`src/sv/idll_pkg.sv`:
```
// ----------------------------------------------------------------------------
// idll_pkg
// Types and constants of the indexed doubly linked list.
// ----------------------------------------------------------------------------
package idll_pkg;

  localparam int ID_W          = 10;
  localparam int MAX_NODES_DEF = 1024;
  localparam int CNT_REG_IDX   = 0;

  typedef enum logic [1:0] {
    OP_QUERY = 2'd0,
    OP_LEFT  = 2'd1,
    OP_RIGHT = 2'd2,
    OP_DEL   = 2'd3
  } opcode_t;

  typedef struct packed {
    opcode_t         op;
    logic [ID_W-1:0] x;
    logic [ID_W-1:0] y;
    logic            x_ok;
    logic            y_ok;
    logic            same;
  } item_t;

  typedef enum logic [2:0] {
    S_SWEEP,
    S_IDLE,
    S_RDX,
    S_RDY,
    S_W1,
    S_W2,
    S_W3,
    S_OUT
  } state_t;

endpackage

```
`src/sv/idll_front.sv`:
```
// ----------------------------------------------------------------------------
// idll_front
// Takes input beats, classifies the node ids and queues them, two deep.
// ----------------------------------------------------------------------------
module idll_front #(
  parameter int MAX_NODES = idll_pkg::MAX_NODES_DEF
) (
  input  logic                      clk,
  input  logic                      rst,
  input  logic                      in_valid,
  output logic                      in_stall,
  input  logic [1:0]                opcode,
  input  logic [idll_pkg::ID_W-1:0] node_x,
  input  logic [idll_pkg::ID_W-1:0] node_y,
  output logic                      q_valid,
  output idll_pkg::item_t           q_item,
  input  logic                      q_pop
);
  import idll_pkg::*;

  item_t      fifo [2];
  logic       wr_ptr;
  logic       rd_ptr;
  logic [1:0] count;
  item_t      cls;
  logic       push;

  always_comb begin
    cls.op   = opcode_t'(opcode);
    cls.x    = node_x;
    cls.y    = node_y;
    cls.x_ok = (node_x != '0) && (32'(node_x) < MAX_NODES);
    cls.y_ok = (node_y != '0) && (32'(node_y) < MAX_NODES);
    cls.same = (node_x == node_y);
  end

  assign in_stall = (count == 2'd2);
  assign push     = in_valid && !in_stall;
  assign q_valid  = (count != 2'd0);
  assign q_item   = fifo[rd_ptr];

  always_ff @(posedge clk) begin
    if (push) begin
      fifo[wr_ptr] <= cls;
    end
  end

  always_ff @(posedge clk) begin
    if (rst) begin
      wr_ptr <= 1'b0;
      rd_ptr <= 1'b0;
      count  <= 2'd0;
    end else begin
      if (push) begin
        wr_ptr <= !wr_ptr;
      end
      if (q_pop) begin
        rd_ptr <= !rd_ptr;
      end
      count <= count + 2'(push) - 2'(q_pop);
    end
  end

endmodule

```
`config.mk`:
```
export PLATFORM = sky130hd
export DESIGN_NAME = idll_front
export DESIGN_NICKNAME = d
export VERILOG_FILES = /design/src/sv/idll_pkg.sv /design/src/sv/idll_front.sv
export SDC_FILE = /design/constraint.sdc
export NUM_CORES = 1
export LEC_CHECK = 0
export BUFFER_PORTS_ARGS = -buffer_cell sky130_fd_sc_hd__buf_2
export CORE_MARGIN = 10
export CORE_UTILIZATION = 24
export CTS_CLUSTER_SIZE = 20
export DETAILED_ROUTE_END_ITERATION = 12
export GPL_TIMING_DRIVEN = 0
export SYNTH_ARGS = -nofsm -noshare
export SYNTH_HDL_FRONTEND = slang
export SYNTH_SLANG_ARGS = --single-unit
```
`constraint.sdc`:
```
create_clock -name clk -period 2.22 [get_ports clk]
set_clock_uncertainty 0.1 [all_clocks]
set_input_delay 0.333 -clock clk [delete_from_list [all_inputs] [get_ports clk]]
set_output_delay 0.333 -clock clk [all_outputs]
set_load 0.01 [all_outputs]
```
==> run summary <==
After floorplanning, the core was divided into 34 placement rows. The slowest stage of the critical path belongs to the cell mux2_2. The initial antenna violation count is 0. The count of flip-flops with a built-in enable after synthesis came out at 50. The number of buffers on the longest clock path is 2.

The net switching fraction of the power came out at 25.69%. The via count of the first global-routing pass is 1367. After detailed routing, the number of remaining DRC violations is 0. The final RePlAce weighted congestion is 0.6865. The CTS buffer count came out at 5. The count of input and output buffers is 52. Sequential cells burn 53.3% of the power. The number of hold-repair buffers added at the cts stage is 0.

The tree is rooted in a clkbuf_8. VDD sags by at most 0.5136 mV. The data arrival time of the critical path is 1520 ps.

The residual overflow from global routing is 0. The number of nets in the layout is 211. By instance count, the cell type seen most on the critical path is buf_2.

The number of pins exceeding their max-slew limit in the final report came out at 0. The ratio of routed vias to standard cells came out at 4.133. The standard cell core area came out at 8806 um^2.

The count of H-tree levels built during CTS came out at 2. In this design, the stage delay of the slowest critical-path cell is 350 ps. The netlist area before placement is 2186 um^2.

The synthesized netlist cell count came out at 124. The first-pass GRT wire length came out at 7.514 mm. The total of flip-flops plus latches after synthesis came out at 55.

From synthesis to final layout, the design area changed by 23.47%. In the final routed layout, each cell accounts on average for 15.99 um. In this run, the combinational gates consume 20.0% of the power. The sum of negative setup slack is 0 ps. The count of cell types in the netlist is 22. In this run the count of I/O pins placed on the die edge is 53. In the synthesized netlist the dominant register cell turns out to be edfxtp_1.

The fraction of layout cells with a size suffix above 1 came out at 50.00%. The final critical-path required period is 1955 ps. The worst setup path is launched from a flip-flop.

The achievable frequency is 0.5115 GHz. Walking the worst path, the cells encountered are buf_2, buf_6, mux2_2, buf_2. The path class of the tightest hold or removal check is primary input to flip-flop. Setup repair after global routing left no endpoint under its margin. The overall die area came out at 13330 um^2. STA classifies the critical path endpoint as an output pin.

The number of routed nets with antenna violations is 0. The largest fanout on the critical path is 10. The clock sink count came out at 55.

The relative slew slack came out at 58.03%. The die height is 115.4 um. The total global-route track usage is 7.394%. The estimated wirelength of the detail-placed design came out at 3.498 mm. Setup violations remaining at the end of the flow were counted as 0. TritonCTS built the clock tree. The power per cell area is 917.4 nW/um^2. The number of failing hold endpoints at the final stage came out at 0.

The part of the Yosys area used for sequential elements came out at 73.27%. The post-synth net total came out at 152. After the first detailed-routing iteration, the DRC count stood at 34. At the pin with the least slew margin, the transition time is 629.6 ps. The post-CTS clock slew at the launch and capture registers of the worst setup and hold paths came out at 90 ps. The synthesized area per cell is 17.63 um^2. For this run, the share of the core covered by cells in the final layout is 30.65%. The total number of yosys warnings came out at 0.

The tool flagged a number of max-cap violations equal to 0. In this run the horizontal extent of the chip is 115.4 um. The internal power contribution is 0.001840 W. The clock latency reported for the late side of the worst-skew pair is 300 ps. The number of search-and-repair iterations in the first detailed-routing pass came out at 4.

The clock power share came out at 26.7%. The run finished with clean final reports. The data required time at the worst endpoint is 1790 ps.

The routed wire length came out at 4.685 mm. The initial cell density of the core came out at 24.82%. The number of filler cells placed in the layout came out at 871.

The maximum number of pins on one net before global-route repair came out at 26. The worst setup path is of the flip-flop to output pin kind. Summed over all nets, the switching power comes to 0.0006361 W. Across all layers, the routed design uses 1211 vias. For this run, asynchronously set or reset flops after synthesis account for 0%. The part of the cycle the worst path needs came out at 88.07%. In this run the static leakage power is 0.9687 nW.
-- sequential cells by signal (all words and copies together), names as in the netlist, named ones only --
register / count
rd_ptr: 1
fifo: 50
wr_ptr: 1
count: 2
-- path summary, 6_finish.rpt --
path / from / end / slack [ps] / cells after the start
worst max-delay path: flip-flop / q_item[14] / 260 / 4
worst min-delay path: opcode[1] / fifo[0][24] / 110 / 1
worst max register to register: count[0] / fifo[0][6] / 400 / 4
worst min register to register: wr_ptr / wr_ptr / 390 / 2
-- cell type report --
class,count,area [um^2],area share (%)
Inverter,4,18.77,0.6954
Clock buffer,5,68.82,2.550
Tap cell,108,135.1,5.007
Antenna cell,1,2.502,0.09272
Sequential cell,55,1602,59.34
Multi-Input combinational cell,62,541.8,20.07
Clock inverter,3,42.54,1.576
Buffer,3,27.53,1.020
Timing Repair Buffer,52,260.3,9.643
-- Yosys cell counts (2+ instances only) --
| master | count | area share (%) |
|---|---|---|
| ha_1 | 2 | 1.1 |
| nand3_1 | 2 | 0.46 |
| inv_1 | 3 | 0.52 |
| nor2_1 | 5 | 0.86 |
| nor4_1 | 5 | 1.4 |
| buf_6 | 2 | 1.0 |
| mux2_2 | 25 | 13 |
| dfxtp_1 | 5 | 4.6 |
| nand4_1 | 2 | 0.57 |
| edfxtp_1 | 50 | 69 |
| xnor2_1 | 10 | 4.0 |
| xor2_1 | 3 | 1.2 |
-- metrics by stage --
| stage | hold WS (ps) | cell area (um^2) | setup WS, ps | cells | power [W] |
|---|---|---|---|---|---|
| detailed placement | 386.5 | 2581 | 7.145 | 284 | 0.001857 |
| CTS | 102.2 | 2696 | 225.8 | 292 | 0.002521 |
| global route | 100.1 | 2696 | 176.8 | 292 | 0.002615 |
| finish | 112.6 | 2699 | 264.8 | 293 | 0.002476 |
| floorplan | 302.1 | 2186 | 408.0 | 124 | 0.001641 |
| global placement | 365.2 | 2581 | 59.53 | 284 | 0.001844 |
-- kinds of logic (layout without fill, tap and decap cells) --
| family | Yosys count | after routing | share of synthesized area [%] |
|---|---|---|---|
| and+or+nand+nor | 20 | 20 | 5.095 |
| adders and majority gates | 2 | 2 | 1.145 |
| buffers and inverters | 7 | 67 | 1.946 |
| xor gates and xnor gates | 13 | 13 | 5.209 |
| other | 0 | 1 | 0 |
| DFF | 55 | 55 | 73.27 |
| AOI/OAI and AO/OA | 2 | 2 | 0.4575 |
| muxes | 25 | 25 | 12.88 |
-- critical path, delay by kind of cell, from the launching register on --
kind                   cells  cell delay [ps]
buffers and inverters      3              550
multiplexers               1              350
flip-flops                 1              310
-- routing by layer --
layer | share of wire (%) | track usage, %
met5 | 0 | 0
met4 | 0.92 | 2.534
met3 | 8.9 | 3.307
met2 | 47 | 11.48
met1 | 43 | 8.945
-- what timing repair did --
action	CTS	global route
setup endpoints to repair	14	0
resized for setup	1	0
setup buffers	0	0
-- power by group through the flow --
stage	clock network [W]	registers (W)	logic, W
final	0.000660	0.00132	0.000495
after global routing	0.000717	0.00133	0.000564
after CTS	0.000682	0.00132	0.000516
after detailed placement	0	0.00135	0.000509
after global placement	0	0.00134	0.000502
after floorplan	0	0.00134	0.000305
-- placed cells by master (no fill, tap or decap), types with 2 or more instances in the layout --
cell type and n:
nor4_1 5, nand4_1 2, xnor2_1 10, nand3_1 2, edfxtp_1 50, inv_1 2
buf_2 53, dfxtp_1 5, mux2_2 25, ha_1 2, nor2_1 5, xor2_1 3
buf_6 2, clkbuf_8 5
No activity file was read; power rests on OpenSTA's default activity.
